[src/rtl/sensor_frame_reassembler_defines.svh]
// assertion macros shared by the sensor frame reassembler rtl
`ifndef SENSOR_FRAME_REASSEMBLER_DEFINES_SVH
`define SENSOR_FRAME_REASSEMBLER_DEFINES_SVH

// check on clk_i, switched off while rst_ni is low
`define SFR_ASSERT(label, prop, msg) \
  label: assert property (@(posedge clk_i) disable iff (!rst_ni) prop) else $error(msg);

// check on clk_i that also holds while reset is applied
`define SFR_ASSERT_ALWAYS(label, prop, msg) \
  label: assert property (@(posedge clk_i) prop) else $error(msg);

`endif

[src/rtl/sfr_pkg.sv]
// types, constants and codes shared by the sensor frame reassembler
`default_nettype none

package sfr_pkg;

  // default sizing of the pixel stores and frame unpacking
  localparam int unsigned PIXEL_COUNT_DEF     = 3648;
  localparam int unsigned BITS_PER_FRAME_DEF  = 56;
  localparam int unsigned BYTES_PER_FRAME_DEF = 6;

  // write index wide enough for any byte frame number times six
  localparam int unsigned IDX_W  = 20;
  // element counter inside one frame, up to 56 elements
  localparam int unsigned ELEM_W = 6;

  // configuration port
  localparam int unsigned CFG_IDX_W  = 3;
  localparam int unsigned CFG_DATA_W = 16;

  localparam logic [CFG_IDX_W-1:0] CFG_ACK_ID      = 3'd0;
  localparam logic [CFG_IDX_W-1:0] CFG_BIN_ID      = 3'd1;
  localparam logic [CFG_IDX_W-1:0] CFG_BYTE_ID     = 3'd2;
  localparam logic [CFG_IDX_W-1:0] CFG_BIN_CODE    = 3'd3;
  localparam logic [CFG_IDX_W-1:0] CFG_BYTE_CODE   = 3'd4;
  localparam logic [CFG_IDX_W-1:0] CFG_BIN_NEEDED  = 3'd5;
  localparam logic [CFG_IDX_W-1:0] CFG_BYTE_NEEDED = 3'd6;

  // register reset values
  localparam logic [10:0] ACK_ID_RST      = 11'd257;
  localparam logic [10:0] BIN_ID_RST      = 11'd258;
  localparam logic [10:0] BYTE_ID_RST     = 11'd259;
  localparam logic [7:0]  BIN_CODE_RST    = 8'd1;
  localparam logic [7:0]  BYTE_CODE_RST   = 8'd2;
  localparam logic [15:0] BIN_NEEDED_RST  = 16'd66;
  localparam logic [15:0] BYTE_NEEDED_RST = 16'd608;

  // item command codes
  localparam logic [1:0] CMD_FRAME     = 2'd0;
  localparam logic [1:0] CMD_READ_BIT  = 2'd1;
  localparam logic [1:0] CMD_READ_BYTE = 2'd2;

  // frame length codes that matter
  localparam logic [3:0] LEN_ACK_MIN = 4'd2;
  localparam logic [3:0] LEN_DATA    = 4'd8;

  typedef enum logic [2:0] {
    ST_INIT,
    ST_IDLE,
    ST_DECODE,
    ST_BIN_WR,
    ST_BYTE_WR,
    ST_WIPE,
    ST_RESULT
  } ctrl_state_e;

  typedef enum logic [2:0] {
    KIND_NONE,
    KIND_ACK,
    KIND_BIN_DATA,
    KIND_BYTE_DATA,
    KIND_READ_BIT,
    KIND_READ_BYTE
  } item_kind_e;

  typedef struct packed {
    logic [1:0]       cmd;
    logic [10:0]      bus_id;
    logic [3:0]       length;
    logic [7:0][7:0]  bytes;
    logic [11:0]      pixel_index;
  } item_t;

  typedef struct packed {
    logic        success_flag;
    logic        active_flag;
    logic        ready_flag;
    logic [15:0] frame_count;
    logic [15:0] last_number;
    logic [7:0]  pixel_value;
  } result_t;

  typedef struct packed {
    logic load_item;
    logic ack_apply;
    logic load_base;
    logic write_bit;
    logic write_byte;
    logic count_frame;
    logic clear_step;
    logic read_issue;
    logic load_result;
  } ctrl_cmd_t;

  typedef struct packed {
    item_kind_e kind;
    logic       ack_start;
    logic       bit_last;
    logic       byte_last;
    logic       clr_last;
  } dp_status_t;

endpackage

`default_nettype wire

[src/rtl/sfr_ctrl.sv]
// controller: sequences clearing, decode, pixel writes and result hand-off
`default_nettype none
`include "sensor_frame_reassembler_defines.svh"

module sfr_ctrl (
  input  logic                clk_i,
  input  logic                rst_ni,
  input  logic                in_valid_i,
  output logic                in_ready_o,
  output logic                out_valid_o,
  input  logic                out_ready_i,
  input  sfr_pkg::dp_status_t status_i,
  output sfr_pkg::ctrl_cmd_t  cmd_o
);
  import sfr_pkg::*;

  ctrl_state_e state_q, state_d;
  logic        out_valid_q, out_valid_d;
  logic        out_free;

  assign out_free = !out_valid_q || out_ready_i;

  // next state
  always_comb begin
    state_d = state_q;
    case (state_q)
      ST_INIT: begin
        if (status_i.clr_last) state_d = ST_IDLE;
      end
      ST_IDLE: begin
        if (in_valid_i) state_d = ST_DECODE;
      end
      ST_DECODE: begin
        case (status_i.kind)
          KIND_ACK:       state_d = status_i.ack_start ? ST_WIPE : ST_RESULT;
          KIND_BIN_DATA:  state_d = ST_BIN_WR;
          KIND_BYTE_DATA: state_d = ST_BYTE_WR;
          default:        state_d = ST_RESULT;
        endcase
      end
      ST_BIN_WR: begin
        if (status_i.bit_last) state_d = ST_RESULT;
      end
      ST_BYTE_WR: begin
        if (status_i.byte_last) state_d = ST_RESULT;
      end
      ST_WIPE: begin
        if (status_i.clr_last) state_d = ST_RESULT;
      end
      ST_RESULT: begin
        if (out_free) state_d = ST_IDLE;
      end
      default: state_d = ST_INIT;
    endcase
  end

  // commands to the datapath
  always_comb begin
    cmd_o      = '0;
    in_ready_o = 1'b0;
    case (state_q)
      ST_INIT: begin
        cmd_o.clear_step = 1'b1;
      end
      ST_IDLE: begin
        in_ready_o      = 1'b1;
        cmd_o.load_item = in_valid_i;
      end
      ST_DECODE: begin
        cmd_o.ack_apply  = status_i.kind == KIND_ACK;
        cmd_o.load_base  = status_i.kind inside {KIND_BIN_DATA, KIND_BYTE_DATA};
        cmd_o.read_issue = status_i.kind inside {KIND_READ_BIT, KIND_READ_BYTE};
      end
      ST_BIN_WR: begin
        cmd_o.write_bit   = 1'b1;
        cmd_o.count_frame = status_i.bit_last;
      end
      ST_BYTE_WR: begin
        cmd_o.write_byte  = 1'b1;
        cmd_o.count_frame = status_i.byte_last;
      end
      ST_WIPE: begin
        cmd_o.clear_step = 1'b1;
      end
      ST_RESULT: begin
        cmd_o.load_result = out_free;
      end
      default: ;
    endcase
  end

  // output register valid
  always_comb begin
    out_valid_d = out_valid_q;
    if (out_ready_i) out_valid_d = 1'b0;
    if (cmd_o.load_result) out_valid_d = 1'b1;
  end

  always_ff @(posedge clk_i or negedge rst_ni) begin
    if (!rst_ni) begin
      state_q     <= ST_INIT;
      out_valid_q <= 1'b0;
    end else begin
      state_q     <= state_d;
      out_valid_q <= out_valid_d;
    end
  end

  assign out_valid_o = out_valid_q;

  // checks
  `SFR_ASSERT(a_result_from_result_state, $rose(out_valid_q) |-> $past(state_q == ST_RESULT), "result shown without passing the result state")
  `SFR_ASSERT(a_accept_goes_decode, (in_valid_i && in_ready_o) |=> state_q == ST_DECODE, "accepted item not decoded next")
  `SFR_ASSERT(a_wipe_then_result, (state_q == ST_WIPE && status_i.clr_last) |=> state_q == ST_RESULT, "store wipe did not end in the result state")
  `SFR_ASSERT(a_failed_ack_no_wipe, (state_q == ST_DECODE && status_i.kind == KIND_ACK && !status_i.ack_start) |=> state_q == ST_RESULT, "non-starting acknowledge wiped a store")
  `SFR_ASSERT_ALWAYS(a_no_accept_in_reset, !rst_ni |-> !in_ready_o, "item accepted during reset")

endmodule

`default_nettype wire

[config.mk]
export PLATFORM = sky130hd
export DESIGN_NAME = sfr_ctrl
export DESIGN_NICKNAME = d
export VERILOG_FILES = /design/src/rtl/sfr_pkg.sv /design/src/rtl/sfr_ctrl.sv
export VERILOG_INCLUDE_DIRS = /design/src /design/src/rtl
export SDC_FILE = /design/constraint.sdc
export NUM_CORES = 1
export LEC_CHECK = 0
export BUFFER_PORTS_ARGS = -buffer_cell sky130_fd_sc_hd__buf_4
export CELL_PAD_IN_SITES_DETAIL_PLACEMENT = 0
export CELL_PAD_IN_SITES_GLOBAL_PLACEMENT = 1
export CORE_ASPECT_RATIO = 1.1
export CORE_MARGIN = 2
export CORE_UTILIZATION = 29
export DETAILED_ROUTE_END_ITERATION = 8
export GPL_TIMING_DRIVEN = 0
export PLACE_DENSITY = 0.84
export SLEW_MARGIN = 5
export SYNTH_ARGS = -nofsm -noshare
export SYNTH_HDL_FRONTEND = slang
export SYNTH_SLANG_ARGS = --single-unit
[constraint.sdc]
create_clock -name clk_i -period 1.72 [get_ports clk_i]
set_input_delay 0.172 -clock clk_i [delete_from_list [all_inputs] [get_ports clk_i]]
set_output_delay 0.172 -clock clk_i [all_outputs]
set_load 0.005 [all_outputs]
[Word level (Yosys, flattened, before mapping)]
Cells that the tools add are included.
Word-level totals
  logic and storage cells: 47
  input port bits: 11
  memories kept: 0
  register bits: 4
  bits in writable memories: 0
  bits in latches: 0
  output and inout bits: 11
  bits in read-only memories: 0
Cells by class
  divide/modulo/power cells: 0
  bitwise operators: 0
  reduce and logical (&&, ||, !) cells: 8
  $lt $le $gt $ge: 0
  shifts and indexed selects: 0
  $add $sub $neg: 0
  eq/ne operators: 17
  $mul: 0
  muxes and demuxes: 20
Operators by type and width (number)
  $pmux W3 S7: 1
  $mux W3: 6
  $eq A3 B3 Y1 const B: 5
  $eq A3 B2 Y1 const B: 4
  $ne A2 B2 Y1 const B: 6
  $mux W1: 9
  $pmux W3 S3: 1
  $eq A3 B1 Y1 const B: 2
  $reduce_and A6 Y1: 1
  $reduce_bool A2 Y1: 3
  $mux W2: 2
  $logic_not A3 Y1: 1
  $pmux W1 S2: 1
  $reduce_or A2 Y1: 1
  $logic_not A1 Y1: 1
  $logic_or A1 B1 Y1: 1

[Longest topological paths before layout]
Gate-level depths: netlist (run 1).
  depth after elaboration: 4
  depth in mapped cells: 6
  gate-level depth less buffers: 5

[Least setup slack after synthesis (run 1)]
No wires, ideal clock.
  kind: reg-to-reg
  from: reg out_valid_q, in the netlist out_valid_o
  to: reg state_q[0]
  cell stages (with the launch flop): 6
  data required time: 1.644 ns
  clock period less this slack: 1.341 ns
  arrival time: 1.265 ns
  setup slack: 0.379 ns
  setup time: 0.076 ns
  buffers on the path: 0
  path through: dfrtp_1 nor3b_2 mux4_2 a21oi_2 o21ai_0 o21ai_1
On the way
  cells in the longest elaborated chain, start to end: 4
Ends and longest elaborated chain
  from (decl): line sfr_ctrl.sv:18  | logic out_valid_q, out_valid_d;
  from (signal assigned): line sfr_ctrl.sv:105  | out_valid_q <= out_valid_d;
  $logic_not A1 Y1: line sfr_ctrl.sv:21  | assign out_free = !out_valid_q || out_ready_i;
  $logic_or A1 B1 Y1: line sfr_ctrl.sv:21
  $ne A2 B2 Y1 (no source line)
  $reduce_and A6 Y1 (no source line)
  to (signal assigned): line sfr_ctrl.sv:104  | state_q <= state_d;
  to (decl): line sfr_ctrl.sv:17  | ctrl_state_e state_q, state_d;
No other way between the ends.
A chain may end at the register's enable or synchronous reset.

==> flow_summary_export.csv, run 1 <==
group,metric,value,unit
cts,cts_buffers,3,
setup_path,worst-setup-path-type,"reg2out",
timing,setup_viol,0,
floorplanning,row_count,14,
routing,ant_nets,0,
routing,postRouteWirelength,1130,µm
floorplanning,die_height,44.9,µm
synthesis,yosys_warnings,0,
layout,fin_area,652,µm²
timing,relSlewSlack,79.1,%
floorplanning,start_util,31.5,%
cts,clock-sinks,4,
routing,initialDrtViolationCount,12,
timing,hold_slack,0.244,ns
placement,dp_cells,94,
setup_path,cpMaxStageDelayCell,"dfrtp_1",
routing,dr.pass1.iters,4,
timing,worstMarginPinSlew,0.312,ns
placement,place_congestion,0.848,
routing,drc,0,
timing,drv_slew,0,
setup_path,crit_chain,"buf_6 -> and2b_2 -> and3_1 -> buf_4 -> buf_4",
run,cap_viol_max_count,0,
timing,skew,0.00113,ns
cts,path_clk_slew,0.04,ns
cts,clockRootBuffer,"clkbuf_4",
layout,final_cell_mix,"buf_4, nor2_1, o21ai_0",
routing,vias,495,
pwr,power,1.02,mW
floorplanning,fp.dieW,41.2,µm
status,status,"finished clean",
global_routing,grt_pass1_vias,484,
timing,fin_crit_sh,93.2,%
setup_path,required,1.55,ns
timing,period_needed,1.60,ns
layout,nNetsFinal,95,
synthesis,ys_types,27,
synthesis,ys_ff_latch,4,
pwr,powerDensity,1560,nW/µm²
global_routing,antenna_found_initial,0,
timing,rsz0062_at_grt,"false",
global_routing,grt_max_degree,11,
global_routing,gr-total-overflow,0,
placement,dpl.hpwl,927,µm
routing,wl_per_cell,11.5,µm
cts,cts_setup_buffers,0,
setup_path,cpPeakStageDelay,0.43,ns
placement,postPlaceCellArea,619,µm²
layout,syn_to_final_growth,47.6,%
routing,viasPerCell,5.05,
layout,fin_util,46.5,%
synthesis,netlist_area,442,µm²
hold_path,hold_path_class,"in2reg",
timing,finalHoldViolCount,0,
layout,layout_commonest_cell,"buf_4",
setup_path,critPathMaxFanout,10,
synthesis,seq_area_frac_synth,22.7,%
cts,clock_path_buffers,2,
global_routing,grt_first_pass_wirelength,1990,µm
floorplanning,core_area,1400,µm²
placement,pre_cts_slack,0.259,ns
layout,final_cells,98,
timing,setup_tns,0,ns
synthesis,syn_nets,68,
cts,cts_tree,"done",
setup_path,arrival,1.43,ns
setup_path,crit_path_end_kind,"primary output",
setup_path,start_kind,"flop",
cts,h-tree-depth,1,
synthesis,syn_inst,57,
floorplanning,die_area,1850,µm²
layout,diodes,0,
placement,io_buffers,21,
global_routing,grt_usage,16.3,%
cts,insertion_delay,0.23,ns
floorplanning,pin_count,22,
timing,max_freq,0.624,GHz
synthesis,postSynthAreaPerCell,7.75,µm²
timing,timing.final.ws_setup,0.117,ns
setup_path,cp_common_cell,"buf_4",
pwr,leakage,0.313,nW
pwr,ir_drop,0.000731,V
layout,drive_gt1_share,42.7,%
[logic make-up (layout without fill, tap and decap cells)]
kind of cell           Yosys count  in the layout  share of synthesized area (%)
muxes                            2              2                           7.65
buffers and inverters            6             31                           9.35
and+or+nand+nor                 30             30                           38.2
AOI/OAI and AO/OA               15             15                           22.1
DFF                              4              4                           22.7
[final cells by class]
cell class | instances | area [µm²]
Buffer | 3 | 30.0
Fill cell | 150 | 749
Sequential cell | 4 | 100
Tap cell | 16 | 20.0
Inverter | 3 | 11.3
Timing Repair Buffer | 22 | 168
Multi-Input combinational cell | 47 | 300
Clock buffer | 3 | 22.5
[routing by layer]
metal	vias up	GRT usage, %	wire (µm)
met5	-	0	0
li1	255	-	-
met1	224	19.9	507
met4	0	5.81	0
met2	16	24.7	540
met3	0	7.39	80
[power breakdown]
group          internal, mW  switching, mW  leakage [nW]  total (mW)
clock                0.0780         0.0376        0.0138       0.116
combinational         0.371          0.319         0.250       0.690
sequential            0.146         0.0637        0.0490       0.209
[registers in the layout, indices dropped and copies added (netlist names)]
register / cells
out_valid_o: 1
state_q: 3
[critical path, delay by kind of cell (launching register included)]
family,cells,cell delay [ns]
buffers and inverters,3,0.41
flip-flops,1,0.43
AND/OR/NAND/NOR,2,0.35
[what timing repair did]
item | in CTS | in global routing
hold buffers | 1 | 0
hold endpoints to repair | 4 | 0
gates resized for setup | 0 | 0
[worst paths after layout]
| check | from | to | slack, ns | cells after the start |
|---|---|---|---|---|
| max | state_q[2] | cmd_o[0] | 0.12 | 5 |
| min | status_i[0] | state_q[0] | 0.24 | 3 |
| max reg2reg | state_q[0] | state_q[0] | 0.26 | 6 |
| min reg2reg | out_valid_o | out_valid_o | 0.54 | 2 |
| max in group asynchronous | rst_ni | state_q[1] | 1.35 | 2 |
| min in group asynchronous | rst_ni | out_valid_o | 0.27 | 2 |
[cells in the mapped netlist]
cell / count / share of area [%]
nor2_1: 10 / 8.5
o21ai_0: 5 / 5.7
dfrtp_1: 4 / 23
and3_1: 3 / 4.2
inv_1: 3 / 2.5
nand2_1: 3 / 2.5
nand2b_1: 3 / 4.2
a21oi_1: 2 / 2.3
buf_6: 2 / 5.1
nor2b_2: 2 / 4.0
nor3_1: 2 / 2.3
nor3b_1: 2 / 3.4
o211ai_1: 2 / 3.4
a21oi_2: 1 / 2.0
a22o_1: 1 / 2.0
and2_1: 1 / 1.4
and2b_2: 1 / 2.0
buf_4: 1 / 1.7
mux2_2: 1 / 2.5
mux4_2: 1 / 5.1
nand4_1: 1 / 1.4
nor2_2: 1 / 1.4
nor3b_2: 1 / 2.8
o21a_1: 1 / 1.7
o21ai_1: 1 / 1.1
o32ai_1: 1 / 2.0
o41ai_1: 1 / 2.0
Power figures use the tool's default switching activity.
==> run 2, diff against run 1 <==
--- a/config.mk
+++ b/config.mk
@@ -7,7 +7,7 @@
 export NUM_CORES = 1
 export LEC_CHECK = 0
 export BUFFER_PORTS_ARGS = -buffer_cell sky130_fd_sc_hd__buf_4
-export CELL_PAD_IN_SITES_DETAIL_PLACEMENT = 0
+export CELL_PAD_IN_SITES_DETAIL_PLACEMENT = 1
 export CELL_PAD_IN_SITES_GLOBAL_PLACEMENT = 1
 export CORE_ASPECT_RATIO = 1.1
 export CORE_MARGIN = 2
==> run 2 against run 1 <==
Critical path depth is the same. Utilization rose by 1.3 points. Sequential cell count stayed put. Final area grew 2.9%. Cell count up 2.0%. Die area unchanged. Power up 7.9%. Worst setup slack worse by 0.021 ns. Count of clock-buffer cells in the layout unchanged. Register-to-register slack worse by 0.15 ns. Clock power about the same. Non-clock buffer count increased by 2. Critical endpoint unchanged. Largest power group unchanged.
==> flow_summary_export.csv, run 2 (synthesis gave the netlist of run 1 again) <==
group,metric,value,unit
floorplanning,row_count,14,
global_routing,gr-total-overflow,0,
floorplanning,die_area,1850,µm²
layout,layout_commonest_cell,"buf_4",
routing,postRouteWirelength,1430,µm
pwr,powerDensity,1630,nW/µm²
global_routing,grt_first_pass_wirelength,2350,µm
routing,initialDrtViolationCount,3,
routing,wl_met3,80,µm
setup_path,crit_path_end_kind,"primary output",
cts,clockRootBuffer,"clkbuf_4",
layout,nNetsFinal,97,
layout,fill_cells,188,
timing,rsz0062_at_grt,"false",
run,cap_viol_max_count,0,
layout,syn_to_final_growth,51.8,%
layout,drive_gt1_share,45.2,%
floorplanning,core_area,1400,µm²
setup_path,reg2reg_slack,0.11,ns
placement,postPlaceCellArea,619,µm²
placement,io_buffers,21,
cts,clock-sinks,4,
cts,clock_path_buffers,2,
layout,fin_area,671,µm²
timing,hold_slack,0.261,ns
setup_path,r2r_end,"state_q[0]",
floorplanning,fp.dieW,41.2,µm
routing,viasPerCell,5.44,
cts,path_clk_slew,0.04,ns
setup_path,rr_worst_depth,6,
layout,largest-register,"state_q",
floorplanning,die_height,44.9,µm
routing,drc,0,
floorplanning,start_util,31.5,%
timing,relSlewSlack,76.4,%
global_routing,grt_pass1_vias,560,
timing,finalHoldViolCount,0,
hold_path,hold_path_class,"in2async",
timing,max_freq,0.616,GHz
timing,setup_viol,0,
timing,period_needed,1.62,ns
global_routing,antenna_found_initial,0,
layout,largest_register_ffs,3,
global_routing,grt_max_degree,11,
layout,final_cell_mix,"buf_4, nor2_1, o21ai_0",
timing,skew,0.00159,ns
cts,cts_buffers,3,
routing,highest_layer,"met4",
timing,worstMarginPinSlew,0.353,ns
setup_path,arrival,1.45,ns
setup_path,required,1.55,ns
global_routing,grt_usage,19.5,%
placement,dpl.hpwl,1160,µm
routing,wl_met2,762,µm
placement,place_congestion,0.848,
floorplanning,pin_count,22,
layout,final_cells,100,
timing,fin_crit_sh,94.4,%
timing,drv_slew,0,
setup_path,worst-setup-path-type,"reg2out",
pwr,ir_drop,0.000753,V
routing,ant_nets,0,
routing,vias,544,
routing,wl_per_cell,14.3,µm
cts,cts_tree,"done",
setup_path,critPathMaxFanout,10,
timing,setup_tns,0,ns
routing,wl_met1,573,µm
setup_path,reg2reg_from,"state_q[0]",
layout,diodes,0,
cts,h-tree-depth,1,
placement,dp_cells,94,
status,status,"finished clean",
cts,insertion_delay,0.24,ns
pwr,leakage,0.319,nW
routing,dr.pass1.iters,3,
setup_path,start_kind,"flop",
[run 2: changes by cell type in the layout (fill, tap and decap cells not counted)]
cell	before	now
buf_4	22	24
clkinvlp_4	0	1
inv_1	3	2
[run 2: where the power goes]
part	switching (mW)	internal, mW
sequential	0.0663	0.146
combinational	0.364	0.402
clock	0.0388	0.0781
[run 2: metrics by stage]
step                util [%]  total power, mW  setup slack (ns)
floorplan                  -            0.667             0.379
global placement        44.2            0.907             0.239
detailed placement      44.2            0.941             0.200
CTS                     46.5             1.07            0.0708
global route            47.9             1.22           0.00553
finish                  47.9             1.10            0.0960
[run 2: layout make-up]
cell class              count  area [µm²]  share of cell area, %
clock buffers               3        22.5                   3.36
repair buffers             24         183                   27.2
multi-input cells          47         300                   44.8
well taps                  16        20.0                   2.99
flip-flops and latches      4         100                   14.9
plain buffers               3        30.0                   4.48
inverters                   3        15.0                   2.24
[run 2: what timing repair did]
| action | CTS | global route |
|---|---|---|
| buffers inserted | 0 | 2 |
| hold buffers | 1 | 0 |
| hold endpoints to repair | 4 | 0 |
| endpoints found under the setup margin | 0 | 1 |
| resized for setup | 0 | 1 |
[run 2: worst max path at each step]
stage                start         end  slack [ns]
2_1_floorplan  out_valid_o  state_q[0]        0.38
3_3_place_gp    state_q[0]  state_q[0]        0.24
3_5_place_dp    state_q[0]  state_q[0]        0.20
4_1_cts         state_q[2]    cmd_o[0]        0.07
5_1_grt         state_q[2]    cmd_o[0]       0.006
6_report        state_q[2]    cmd_o[0]         0.1
[run 2: worst max-delay path: stages (launching register included)]
cell	delay, ns
dfrtp_1	0.43
buf_6	0.17
and2b_2	0.20
and3_1	0.16
buf_4	0.12
buf_4	0.12
[run 2: metal layers]
layer | global-route usage [%] | up-vias
li1 | - | 258
met1 | 22.7 | 268
met2 | 32.2 | 16
met3 | 5.91 | 2
met4 | 7.74 | 0
met5 | 0 | -
==> run 3, diff against run 2 <==
--- a/config.mk
+++ b/config.mk
@@ -6,12 +6,13 @@
 export SDC_FILE = /design/constraint.sdc
 export NUM_CORES = 1
 export LEC_CHECK = 0
+export ABC_AREA = 1
 export BUFFER_PORTS_ARGS = -buffer_cell sky130_fd_sc_hd__buf_4
 export CELL_PAD_IN_SITES_DETAIL_PLACEMENT = 1
 export CELL_PAD_IN_SITES_GLOBAL_PLACEMENT = 1
 export CORE_ASPECT_RATIO = 1.1
 export CORE_MARGIN = 2
-export CORE_UTILIZATION = 29
+export CORE_UTILIZATION = 27
 export DETAILED_ROUTE_END_ITERATION = 8
 export GPL_TIMING_DRIVEN = 0
 export PLACE_DENSITY = 0.84
==> run 3 against run 2 <==
Sequential power down 9%. Synthesized cell count rose by 40%. Wire length is 6.0% lower. Clock skew is 0.0097 ns higher. Critical endpoint is now cmd_o[7].
==> flow_summary_export.csv, run 3 <==
group,metric,value,unit
status,status,"finished clean",
timing,setup_tns,0,ns
floorplanning,die_height,47.3,µm
setup_path,required,1.55,ns
setup_path,crit_start,"state_q[0]",
floorplanning,row_count,15,
cts,clock_path_buffers,2,
hold_path,hold_path_class,"in2reg",
pwr,powerDensity,1520,nW/µm²
synthesis,netlist_area,459,µm²
cts,cts_tree,"done",
layout,layout_commonest_cell,"buf_4",
global_routing,grt_pass1_vias,582,
routing,drc,0,
cts,cts.hold.buffers_added,1,
placement,io_buffers,21,
cts,insertion_delay,0.23,ns
hold_path,hold_end,"out_valid_o",
layout,drive_gt1_share,34.3,%
synthesis,ys_types,16,
global_routing,grt_max_degree,11,
layout,diodes,0,
layout,nNetsFinal,118,
timing,skew,0.0112,ns
cts,cts_resized,0,
synthesis,ys_ff_latch,4,
floorplanning,die_area,2050,µm²
routing,viasPerCell,4.75,
setup_path,reg2reg_slack,0.49,ns
cts,h-tree-depth,1,
timing,max_freq,0.645,GHz
timing,rsz0062_at_grt,"false",
setup_path,cp_top_family,"flip-flops",
layout,multiInputGateArea,280,µm²
setup_path,rr_worst_depth,7,
synthesis,synth_top_area_share,21.8,%
synthesis,synthFlopType,"dfrtp_1",
global_routing,grt_usage,14.2,%
layout,largest_register_ffs,3,
cts,cts_setup_buffers,0,
layout,largest-register,"state_q",
global_routing,grt_first_pass_wirelength,2300,µm
global_routing,gr-total-overflow,0,
global_routing,antenna_found_initial,0,
synthesis,syn_inst,80,
synthesis,synth-edff-count,0,
timing,setup_viol,0,
timing,drv_slew,0,
synthesis,synthTopCellsByArea,"dfrtp_1, nand2_1, nand3_1",
floorplanning,core_area,1580,µm²
routing,postRouteWirelength,1350,µm
synthesis,postSynthAreaPerCell,5.74,µm²
timing,period_needed,1.55,ns
cts,path_clk_slew,0.04,ns
floorplanning,pin_count,22,
placement,place_congestion,0.770,
routing,dr.pass1.iters,2,
pwr,power,1.02,mW
timing,fin_crit_sh,90.1,%
layout,seq_area,100,µm²
timing,relSlewSlack,82.4,%
cts,clock-sinks,4,
synthesis,seq_area_frac_synth,21.8,%
setup_path,arrival,1.38,ns
setup_path,crit_chain,"inv_2 -> nand3_2 -> nor4_1 -> buf_4",
pwr,ir_drop,0.000484,V
setup_path,crit_path_end_kind,"primary output",
synthesis,syn_nets,91,
synthesis,yosysMostFrequentCell,"nand2_1",
routing,ant_nets,0,
routing,vias,580,
setup_path,cpPeakStageDelay,0.47,ns
setup_path,start_kind,"flop",
routing,initialDrtViolationCount,3,
floorplanning,fp.dieW,43.3,µm
synthesis,yosys_warnings,0,
synthesis,ys_top_cells_by_count,"nand2_1, inv_1, nor2_1",
timing,worstMarginPinSlew,0.262,ns
layout,fill_cells,237,
setup_path,cpMaxStageDelayCell,"dfrtp_1",
placement,dpl.hpwl,1160,µm
synthesis,yosysTopAreaCell,"dfrtp_1",
run,cap_viol_max_count,0,
setup_path,r2r_end,"state_q[2]",
synthesis,async_flop_share,100,%
setup_path,worst-path-buf-inv,2,
cts,clockRootBuffer,"clkbuf_4",
floorplanning,start_util,29.1,%
layout,syn_to_final_growth,46.0,%
routing,wl_per_cell,11.0,µm
layout,final_cell_mix,"buf_4, nand2_1, inv_1, nor2_1, nand3_1",
setup_path,worst-setup-path-type,"reg2out",
hold_path,min_from,"out_ready_i",
hold_path,whs_path_depth,4,
setup_path,reg2reg_from,"state_q[0]",
timing,finalHoldViolCount,0,
setup_path,critPathMaxFanout,7,
pwr,leakage,0.402,nW
cts,cts_buffers,3,
==> run 3: worst max path at each step <==
stage | end | slack, ns | cells past startpoint
final | cmd_o[7] | 0.17 | 4
after global routing | cmd_o[7] | 0.08 | 4
after CTS | cmd_o[7] | 0.15 | 4
after detailed placement | cmd_o[7] | 0.41 | 4
after global placement | cmd_o[7] | 0.48 | 4
after floorplan | state_q[2] | 0.62 | 7
==> run 3: worst min-delay path, stage by stage <==
cell     delay, ns
buf_4         0.09
inv_1         0.03
nand2_1       0.07
nand2_1       0.06
==> run 3: final cells by class <==
class	count	area share (%)
multi-input combinational	59	41.8
timing repair buffer	22	25.0
sequential	4	14.9
inverter	14	7.84
buffer	3	3.92
clock buffer	3	3.36
tap	17	3.17
==> run 3: through the flow <==
| stage | util (%) | std cells | worst slack (ns) | hold WS [ns] | instance area [µm²] |
|---|---|---|---|---|---|
| 2_1_floorplan | - | 80 | 0.624 | -0.124 | 459 |
| 3_3_place_gp | 40.5 | 118 | 0.479 | -0.0331 | 638 |
| 5_1_grt | 42.5 | 122 | 0.0803 | 0.240 | 671 |
| 4_1_cts | 42.5 | 122 | 0.151 | 0.213 | 671 |
| 3_5_place_dp | 40.5 | 118 | 0.408 | -0.0312 | 638 |
| 6_report | 42.5 | 122 | 0.170 | 0.225 | 671 |
==> run 3: routing by layer <==
metal,GRT usage [%],vias to the layer above,part of all wire (%)
li1,-,301,-
met1,16.9,263,42
met2,29.6,16,54
met3,1.15,0,4.4
met4,0,0,0
met5,0,-,0
==> run 3: cell families after synthesis <==
family / after synthesis / share of synthesized area (%)
AND/OR/NAND/NOR: 57 / 58.6
buffers and inverters: 17 / 17.2
flip-flops: 4 / 21.8
AO/OA/AOI/OAI: 2 / 2.45
==> run 3: power breakdown <==
part / internal, mW / switching (mW) / total [mW]
combinational: 0.305 / 0.404 / 0.709
clock: 0.0779 / 0.0369 / 0.115
sequential: 0.143 / 0.0501 / 0.193
total: 0.526 / 0.491 / 1.02
